<file path="src/rtl/core/assert_macros.svh">
// Assertion macros used by the RTL of the command parser.
`ifndef ASSERT_MACROS_SVH
`define ASSERT_MACROS_SVH

`ifndef SYNTHESIS

`define ASSERT_CLK(lbl, clk, rst_n, prop, msg) \
    lbl: assert property (@(posedge clk) disable iff (!(rst_n)) prop) else $error(msg);

`define ASSERT_NEXT(lbl, clk, rst_n, pre, post, msg) \
    lbl: assert property (@(posedge clk) disable iff (!(rst_n)) (pre) |=> (post)) \
        else $error(msg);

`else

`define ASSERT_CLK(lbl, clk, rst_n, prop, msg)

`define ASSERT_NEXT(lbl, clk, rst_n, pre, post, msg)

`endif

`endif

</file>
<file path="src/rtl/core/svac_pkg.sv">
// Types and constants of the servo angle command parser.
package svac_pkg;

    typedef struct packed {
        logic [7:0] rx_byte;
        logic       frame_end;
    } t_in_word;

    typedef struct packed {
        logic [1:0]  servo_select;
        logic [14:0] angle_hundredths;
    } t_out_word;

    localparam logic [7:0] CHAR_UNDERSCORE = 8'h5F;
    localparam logic [7:0] CHAR_ONE        = 8'h31;
    localparam logic [7:0] CHAR_TWO        = 8'h32;
    localparam logic [7:0] CHAR_DOT        = 8'h2E;
    localparam logic [7:0] CHAR_ZERO       = 8'h30;
    localparam logic [7:0] CHAR_NINE       = 8'h39;

    localparam logic [1:0] SERVO_NONE = 2'd0;
    localparam logic [1:0] SERVO_ONE  = 2'd1;
    localparam logic [1:0] SERVO_TWO  = 2'd2;

    localparam logic [7:0]  WHOLE_MAX       = 8'd255;
    localparam logic [1:0]  FRAC_DIGITS_MAX = 2'd2;
    localparam logic [14:0] FULL_SCALE      = 15'd18000;

endpackage

</file>
<file path="src/rtl/core/servo_angle_command_parser.sv">
// A frame's result passes the snapshot stage and the output register before it shows on o_out_valid.
// Throughput: one byte per cycle while the input is not stalled; bytes are taken while a result waits at the output.
// The parse state updates as each byte is taken; a frame snapshot stage and the
// output register form a two-deep queue, so the input stalls only when both are full.
// Reset: synchronous, active low; clears the parse state and empties both stages.
`include "assert_macros.svh"

module servo_angle_command_parser #(
    parameter int MAX_KEPT_CHARS = 31
) (
    input  logic                i_clk,
    input  logic                i_rst_n,
    input  logic                i_in_valid,
    output logic                o_in_stall,
    input  svac_pkg::t_in_word  i_in_word,
    output logic                o_out_valid,
    input  logic                i_out_stall,
    output svac_pkg::t_out_word o_out_word
);
    import svac_pkg::*;

    localparam int KeptW = $clog2(MAX_KEPT_CHARS + 1);
    localparam logic [KeptW-1:0] KeptMax = KeptW'(MAX_KEPT_CHARS);

    logic [1:0]       r_servo, n_servo;
    logic [7:0]       r_prev, n_prev;
    logic [KeptW-1:0] r_kept, n_kept;
    logic             r_dot, n_dot;
    logic             r_ended, n_ended;
    logic [7:0]       r_whole, n_whole;
    logic [6:0]       r_frac, n_frac;
    logic [1:0]       r_fdig, n_fdig;

    logic             r_p_valid;
    logic [1:0]       r_p_servo;
    logic [7:0]       r_p_whole;
    logic [6:0]       r_p_frac;
    logic [1:0]       r_p_fdig;

    logic             r_o_valid;
    t_out_word        r_o_word, n_o_word;

    logic             s2_load;
    logic             s1_ready;
    logic             in_acc;
    logic [7:0]       c;
    logic             is_digit;
    logic             is_dot;
    logic [3:0]       digit;
    logic [11:0]      whole_acc;
    logic [14:0]      whole_scaled;
    logic [14:0]      frac_scaled;
    logic [14:0]      angle_sum;

    assign s2_load    = !r_o_valid || !i_out_stall;
    assign s1_ready   = !r_p_valid || s2_load;
    assign in_acc     = i_in_valid && s1_ready;
    assign o_in_stall = !s1_ready;

    assign c         = i_in_word.rx_byte;
    assign is_digit  = (c >= CHAR_ZERO) && (c <= CHAR_NINE);
    assign is_dot    = (c == CHAR_DOT);
    assign digit     = 4'(c - CHAR_ZERO);
    assign whole_acc = 12'(r_whole) * 12'd10 + 12'(digit);

    always_comb begin
        n_servo = r_servo;
        n_prev  = r_prev;
        n_kept  = r_kept;
        n_dot   = r_dot;
        n_ended = r_ended;
        n_whole = r_whole;
        n_frac  = r_frac;
        n_fdig  = r_fdig;
        if (r_servo == SERVO_NONE) begin
            if (c == CHAR_UNDERSCORE && (r_prev == CHAR_ONE || r_prev == CHAR_TWO)) begin
                n_servo = (r_prev == CHAR_ONE) ? SERVO_ONE : SERVO_TWO;
            end
            n_prev = c;
        end else if (r_kept < KeptMax && (is_digit || is_dot)) begin
            n_kept = r_kept + 1'b1;
            if (!r_ended) begin
                if (is_dot) begin
                    if (r_dot) begin
                        n_ended = 1'b1;
                    end else begin
                        n_dot = 1'b1;
                    end
                end else if (!r_dot) begin
                    n_whole = (whole_acc > 12'(WHOLE_MAX)) ? WHOLE_MAX : whole_acc[7:0];
                end else if (r_fdig < FRAC_DIGITS_MAX) begin
                    n_frac = 7'(r_frac * 7'd10 + 7'(digit));
                    n_fdig = r_fdig + 1'b1;
                end
            end
        end
    end

    assign whole_scaled = 15'(r_p_whole) * 15'd100;
    assign frac_scaled  = (r_p_fdig == 2'd1) ? 15'(r_p_frac) * 15'd10 : 15'(r_p_frac);
    assign angle_sum    = whole_scaled + frac_scaled;

    always_comb begin
        n_o_word.servo_select = r_p_servo;
        if (r_p_servo == SERVO_NONE) begin
            n_o_word.angle_hundredths = '0;
        end else if (angle_sum > FULL_SCALE) begin
            n_o_word.angle_hundredths = FULL_SCALE;
        end else begin
            n_o_word.angle_hundredths = angle_sum;
        end
    end

    always_ff @(posedge i_clk) begin
        if (!i_rst_n) begin
            r_servo   <= SERVO_NONE;
            r_prev    <= '0;
            r_kept    <= '0;
            r_dot     <= 1'b0;
            r_ended   <= 1'b0;
            r_whole   <= '0;
            r_frac    <= '0;
            r_fdig    <= '0;
            r_p_valid <= 1'b0;
            r_o_valid <= 1'b0;
        end else begin
            if (in_acc) begin
                if (i_in_word.frame_end) begin
                    r_servo <= SERVO_NONE;
                    r_prev  <= '0;
                    r_kept  <= '0;
                    r_dot   <= 1'b0;
                    r_ended <= 1'b0;
                    r_whole <= '0;
                    r_frac  <= '0;
                    r_fdig  <= '0;
                end else begin
                    r_servo <= n_servo;
                    r_prev  <= n_prev;
                    r_kept  <= n_kept;
                    r_dot   <= n_dot;
                    r_ended <= n_ended;
                    r_whole <= n_whole;
                    r_frac  <= n_frac;
                    r_fdig  <= n_fdig;
                end
            end
            if (s1_ready) begin
                r_p_valid <= in_acc && i_in_word.frame_end;
            end
            if (s2_load) begin
                r_o_valid <= r_p_valid;
            end
        end
    end

    always_ff @(posedge i_clk) begin
        if (in_acc && i_in_word.frame_end) begin
            r_p_servo <= n_servo;
            r_p_whole <= n_whole;
            r_p_frac  <= n_frac;
            r_p_fdig  <= n_fdig;
        end
        if (s2_load) begin
            r_o_word <= n_o_word;
        end
    end

    assign o_out_valid = r_o_valid;
    assign o_out_word  = r_o_word;

    `ASSERT_CLK(a_angle_range, i_clk, i_rst_n, r_o_valid |-> (r_o_word.angle_hundredths <= FULL_SCALE), "angle above full scale")
    `ASSERT_CLK(a_no_servo_zero, i_clk, i_rst_n, (r_o_valid && r_o_word.servo_select == SERVO_NONE) |-> (r_o_word.angle_hundredths == '0), "angle without servo marker")
    `ASSERT_NEXT(a_frame_snap, i_clk, i_rst_n, in_acc && i_in_word.frame_end, r_p_valid && r_servo == SERVO_NONE && r_kept == '0, "frame end not captured or state not cleared")
    `ASSERT_CLK(a_kept_bound, i_clk, i_rst_n, r_kept <= KeptMax, "kept count beyond limit")
    `ASSERT_CLK(a_chars_before_marker, i_clk, i_rst_n, (r_servo == SERVO_NONE) |-> (r_kept == '0 && r_whole == '0), "number kept before marker")

endmodule

</file>
<file path="config.mk">
export PLATFORM = sky130hd
export DESIGN_NAME = servo_angle_command_parser
export DESIGN_NICKNAME = d
export VERILOG_FILES = /design/src/rtl/core/svac_pkg.sv /design/src/rtl/core/servo_angle_command_parser.sv
export VERILOG_INCLUDE_DIRS = /design/src /design/src/rtl/core
export SDC_FILE = /design/constraint.sdc
export NUM_CORES = 1
export LEC_CHECK = 0
export ABC_AREA = 1
export BUFFER_PORTS_ARGS = -buffer_cell sky130_fd_sc_hd__buf_2
export CORE_MARGIN = 5
export CORE_UTILIZATION = 33
export DETAILED_ROUTE_END_ITERATION = 7
export GPL_ROUTABILITY_DRIVEN = 0
export GPL_TIMING_DRIVEN = 0
export SLEW_MARGIN = 20
export SYNTH_ARGS = -nofsm -noshare
export SYNTH_HDL_FRONTEND = slang
export SYNTH_SLANG_ARGS = --single-unit
</file>
<file path="constraint.sdc">
create_clock -name i_clk -period 5.1 [get_ports i_clk]
set_input_delay 0 -clock i_clk [delete_from_list [all_inputs] [get_ports i_clk]]
set_output_delay 0 -clock i_clk [all_outputs]
set_load 0.05 [all_outputs]
</file>
# Word-level counts from Yosys, hierarchy flattened
# Index checks and enable logic that the tools add are counted.
# totals
ff_bits	72
in_bits	13
out_inout_bits	19
# classes
n_addsub	6
multipliers	4
magnitude_cmp	6
eq_ne	7
n_mux	43
n_reduce_logical	22
# op_table
operator	n
8-bit 2-to-1 mux	9
7-bit 2-to-1 mux	7
8-bit by 6-bit equality test with 1-bit output (second input constant)	3
2-bit 2-to-1 mux	11
15-bit by 11-bit adder with 15-bit output	1
15-bit > comparator (second input constant)	1
15-bit 2-to-1 mux	1
5-bit 2-to-1 mux	3
8-bit by 5-bit multiplier with 13-bit output (second input constant)	1
12-bit by 4-bit adder with 12-bit output	1
12-bit by 8-bit > comparator with 1-bit output (second input constant)	1
8-bit by 3-bit multiplier with 11-bit output (second input constant)	1
1-bit 2-to-1 mux	11
11-bit 2-to-1 mux	1
7-bit by 3-bit multiplier with 10-bit output (second input constant)	1
8-bit by 7-bit equality test with 1-bit output (second input constant)	1
8-bit by 6-bit >= comparator with 1-bit output (second input constant)	1
8-bit by 6-bit <= comparator with 1-bit output (second input constant)	1
7-bit by 4-bit adder with 7-bit output	1
7-bit by 3-bit multiplier with 6-bit output (second input constant)	1
2-bit nonzero test	3
5-bit by 1-bit adder with 5-bit output (second input constant)	1
1-bit logical AND	5
5-bit less-than comparator (second input constant)	1
12 further kinds	20

# Depth between registers and ports, before layout
# depth
word_depth	10
depth_mapped	25

# Worst setup path before layout
# No wires, ideal clock.
# synth_timing
kind	register to register
start	register r_p_whole[2]
end	register r_o_word (netlist bit o_out_word[11]), data pin
setup_time_ns	0.259
t_arrival_ns	3.535
t_required_ns	4.841
path_slack_ns	1.306
stages_incl_launch_ff	22
path_buffers	0
period_less_slack_ns	3.794
cell_sequence	edfxtp_1 -> ha_1 -> ha_1 -> fa_1 -> ha_1 -> nand2_1 -> nand2_1 -> inv_1 -> nand2_1 -> xor2_1 -> ha_1 -> nand2_1 -> inv_1 -> a21oi_1 -> nand2_1 -> nand2_1 -> nand2_1 -> nand3_1 -> xnor2_2 -> nand2_2 -> nand2_4 -> nor2_2
# synth_via
elab_chain_len	4
# synth_rtl
item	line	source
start: declaration	servo_angle_command_parser.sv:36	logic [7:0] r_p_whole;
start signal: assignment	servo_angle_command_parser.sv:160	r_p_whole <= n_whole;
8-bit by 5-bit multiplier with 13-bit output (*)	servo_angle_command_parser.sv:99	assign whole_scaled = 15'(r_p_whole) * 15'd100;
15-bit by 11-bit adder with 15-bit output (*)	servo_angle_command_parser.sv:101	assign angle_sum = whole_scaled + frac_scaled;
15-bit > comparator	servo_angle_command_parser.sv:107	end else if (angle_sum > FULL_SCALE) begin
2-bit OR reduction (no line)	n/a	
end signal: assignment	servo_angle_command_parser.sv:165	r_o_word <= n_o_word;
end: declaration	servo_angle_command_parser.sv:41	t_out_word r_o_word, n_o_word;
# Every way passes the cells marked *; elsewhere a longest branch is shown, timed or not.
# A chain may end at the register's enable or synchronous reset.

# Worst setup path in the final report
# layout_timing
start	register r_p_whole[2]
end	register r_o_word (netlist bit o_out_word[1]), data pin
# layout_via
elab_chain_len	4
# layout_rtl
item	line
8-bit by 5-bit multiplier with 13-bit output	servo_angle_command_parser.sv:99
15-bit by 11-bit adder with 15-bit output	servo_angle_command_parser.sv:101
15-bit > comparator	servo_angle_command_parser.sv:107
2-bit OR reduction (no line)	n/a
# No other way between the ends.

==> impl_results.md <==
- Status: complete, no violations
- Max clock buf depth: 2
- Area grow syn2layout: 15.3%
- Vias after detailed routing: roughly 4400
- Root buffer cell: clkbuf_16
- Clock H-tree levels: 3
- Power per cell area: about 270 nW/um^2
- Worst-path clk slew: roughly 0.06 ns
- Post-synthesis cell area: around 5500 sq um
- Drt drc: 0
- Slowest CP cell: edfxtp_1
- Crit path capture type: flop
- Tcrit/Tclk final: roughly 82%
- First-pass GRT wire length: 18900 um
- Seq/Total Area, Yosys: around 33%
- Final instance area: ~6300 sq um
- Final setup vio count: 0
- Via density per instance: roughly 4.5
- Reg2reg setup slack: about 0.91 ns
- Number of buffers created by CTS: 9
- Pwr Total: about 1.7 mW
- Mean Syn Cell Area: about 7.8 sq um
- Layout Utilization: a little under two fifths
- Die span in y: 139 um
- CP Cell Sequence: ha_1 > ha_1 > fa_1 > ha_1 > nand2_1 > nand2_1 > inv_1 > nand2_1 > xor2_1 > ha_1 > nand2_1 > inv_1 > a21oi_1 > nand2_1 > nand2_1 > nand2_1 > nand3_1 > xnor2_2 > nand2_2 > nand2_4 > nor2_2
- Wire per inst: between 10 and 15 um
- Setup TNS Final: 0 ns
- HP Start: i_in_word[3]
- CP bufs+invs: 2
- Max Clock Freq: 239 MHz
- Fin. max-slew vios: 0
- Post-synth top area share: 19.8%
- Synth Warn #: 0
- Final Routed Wirelength: 10700 um
- Post-synthesis cell count: between 600 and 700
- Worst R2R Start: r_p_whole[2]
- Most used cell, CP: nand2_1
- DRT iter0 DRCs: 162
- Worst slew pin tran: 0.759 ns
- Critical Path RT: just over 5 ns
- Final hold viol count: 0
- Clk_lat worst skew: around 0.34 ns
- Dpl ws: between 0.8 and 0.9 ns
- Die width: approximately 140 um
- Vias in the first global route: between 4000 and 5000
- Post-DP HPWL: 8560 um
- Placement row count: 47
- Setup CP Type: flop to flop
- Ports: 32
- 1st-pass router iterations: 4
- Crit path max fanout: 9
- IO buf count: 31
- Static Leak: 3.03 nW
- Post-route minimum period: 4.19 ns
- Synthesized Nets: between 700 and 800
- Final Skew: between 0.004 and 0.005 ns
- Library cells used by synthesis: between 40 and 50
- Post-route insts no fill: just under 1000
- Setup ws final: 0.909 ns
- NumNets Final: between 800 and 900
- CORE AREA: about 16000 sq um
- CP peak stage delay: approximately 0.46 ns
- Max IR drop VDD: 163 uV
- Placed Cells: approximately 950
- Asr flop ratio synth: 0%
- Reg-to-Reg End: o_out_word[1]
- Share of cells above drive strength 1: 12.4%
- Remaining antenna violation count after routing: 0
- CP top delay family: adder cells
- CP Launch Type: flop
- Largest net degree at the start of global routing: 20
- Hold Path Class: input port to flop
- Hold endpoint: r_prev[2]
- N_diodes: 0
- Largest cells by area after synthesis: edfxtp_1 20%, ha_1 17%, dfxtp_1 13%, nand2_1 12%, inv_1 6.0%
- Synth area leader: edfxtp_1
- Hold Crit Depth: 3
- Postcts setup bufs: 0
- R2R cell count: 21
- Initial core utilization: around 33%
- All-Layer GR Usage: between 10% and 20%
- RSZ-0062 raised after global routing: false
- Post-synth EDFFs: 36
- CTS tree: yes
- Overflow after GRT: 0
- Max Cap Viol: 0
- Clock Sinks: between 70 and 80
- Worst endpoint data arrival time: 4.28 ns
- Dpl cell area: 5890 sq um
- Die ar.: 19200 sq um
- Initial antenna violation count: 0
- Flops & latches, synth: between 70 and 80
- Hold Slack: between 0.02 and 0.03 ns
- Synth Flop Type: edfxtp_1
- Slew headroom: around half
routing by layer:
metal  track usage [%]  wire [um]
met1              14.8       5140
met2              20.2       5130
met3              2.76        380
met4              2.70         89
met5                 0          0
worst register-to-register path, cell delays in order (launching register included):
cell      delay [ns]
edfxtp_1        0.46
ha_1            0.33
ha_1            0.32
fa_1            0.46
ha_1            0.36
nand2_1         0.09
nand2_1         0.07
inv_1           0.05
nand2_1         0.08
xor2_1          0.16
ha_1            0.35
nand2_1         0.11
inv_1           0.04
a21oi_1         0.19
nand2_1         0.07
nand2_1         0.07
nand2_1         0.09
nand3_1         0.13
xnor2_2         0.14
nand2_2         0.15
nand2_4         0.19
nor2_2          0.05
what timing repair did:
| action | in CTS | in global routing |
|---|---|---|
| gates resized for setup | 0 | 0 |
| setup endpoints to repair | 0 | 0 |
| hold endpoints to repair | 10 | 0 |
| hold buffers | 8 | 0 |
sequential cells by signal (all words and copies together), names as in the netlist:
register and cells:
o_out_valid 1, o_out_word 17, r_dot 1, r_ended 1
r_fdig 2, r_frac 7, r_kept 5, r_p_fdig 2
r_p_frac 7, r_p_servo 2, r_p_valid 1, r_p_whole 8
r_prev 8, r_servo 2, r_whole 8
cells by family (layout without fill, tap and decap cells):
logic type,Yosys count,in the layout,share of synthesized area [%]
compound gates,84,84,8.36
xor+xnor,19,19,3.19
fa+ha+maj,81,81,19.8
buf+inv,104,160,7.39
flops,72,72,33.1
simple gates,335,335,28.2
worst max path at each step:
| stage | slack [ns] | startpoint | depth (start not counted) | endpoint |
|---|---|---|---|---|
| 3_5_place_dp | 0.87 | r_p_whole[2] | 21 | o_out_word[1] |
| 4_1_cts | 0.85 | r_p_whole[2] | 21 | o_out_word[1] |
| 6_report | 0.91 | r_p_whole[2] | 21 | o_out_word[1] |
| 2_1_floorplan | 1.31 | r_p_whole[2] | 21 | o_out_word[11] |
| 3_3_place_gp | 0.89 | r_p_whole[2] | 21 | o_out_word[1] |
| 5_1_grt | 0.49 | r_p_whole[2] | 21 | o_out_word[1] |
where the power goes:
part	internal (mW)	switching, mW
clock	0.423	0.241
combinational	0.121	0.273
sequential	0.645	0.0110
synthesized netlist by cell type, types with 7 or more instances:
master	n
dfxtp_1	36
a21oi_1	54
or2_1	9
nand4_1	10
o21ai_0	14
edfxtp_1	36
ha_1	72
inv_1	87
nor2_1	40
xnor2_1	8
inv_2	7
nand3_1	54
nor2_2	12
fa_1	9
nand2_1	179
xor2_1	10
area by class of cell:
class | count | area, sq um
fill | 1682 | 10100
sequential | 72 | 1800
clock inverter | 7 | 86.3
inverter | 97 | 364
multi-input combinational | 519 | 3250
tap | 220 | 275
timing repair buffer | 40 | 246
clock buffer | 9 | 225
buffer | 7 | 38.8
cell usage in the layout (no fill, tap or decap), types with 9 or more instances in the layout:
master,count
buf_2,32
clkbuf_16,9
inv_1,87
edfxtp_1,36
or2_1,9
o21ai_0,14
dfxtp_1,36
nor2_2,13
nand2_1,179
ha_1,72
nand3_1,54
nor2_1,39
xor2_1,10
a21oi_1,54
fa_1,9
nand4_1,10
No activity file was read; power rests on OpenSTA's default activity.
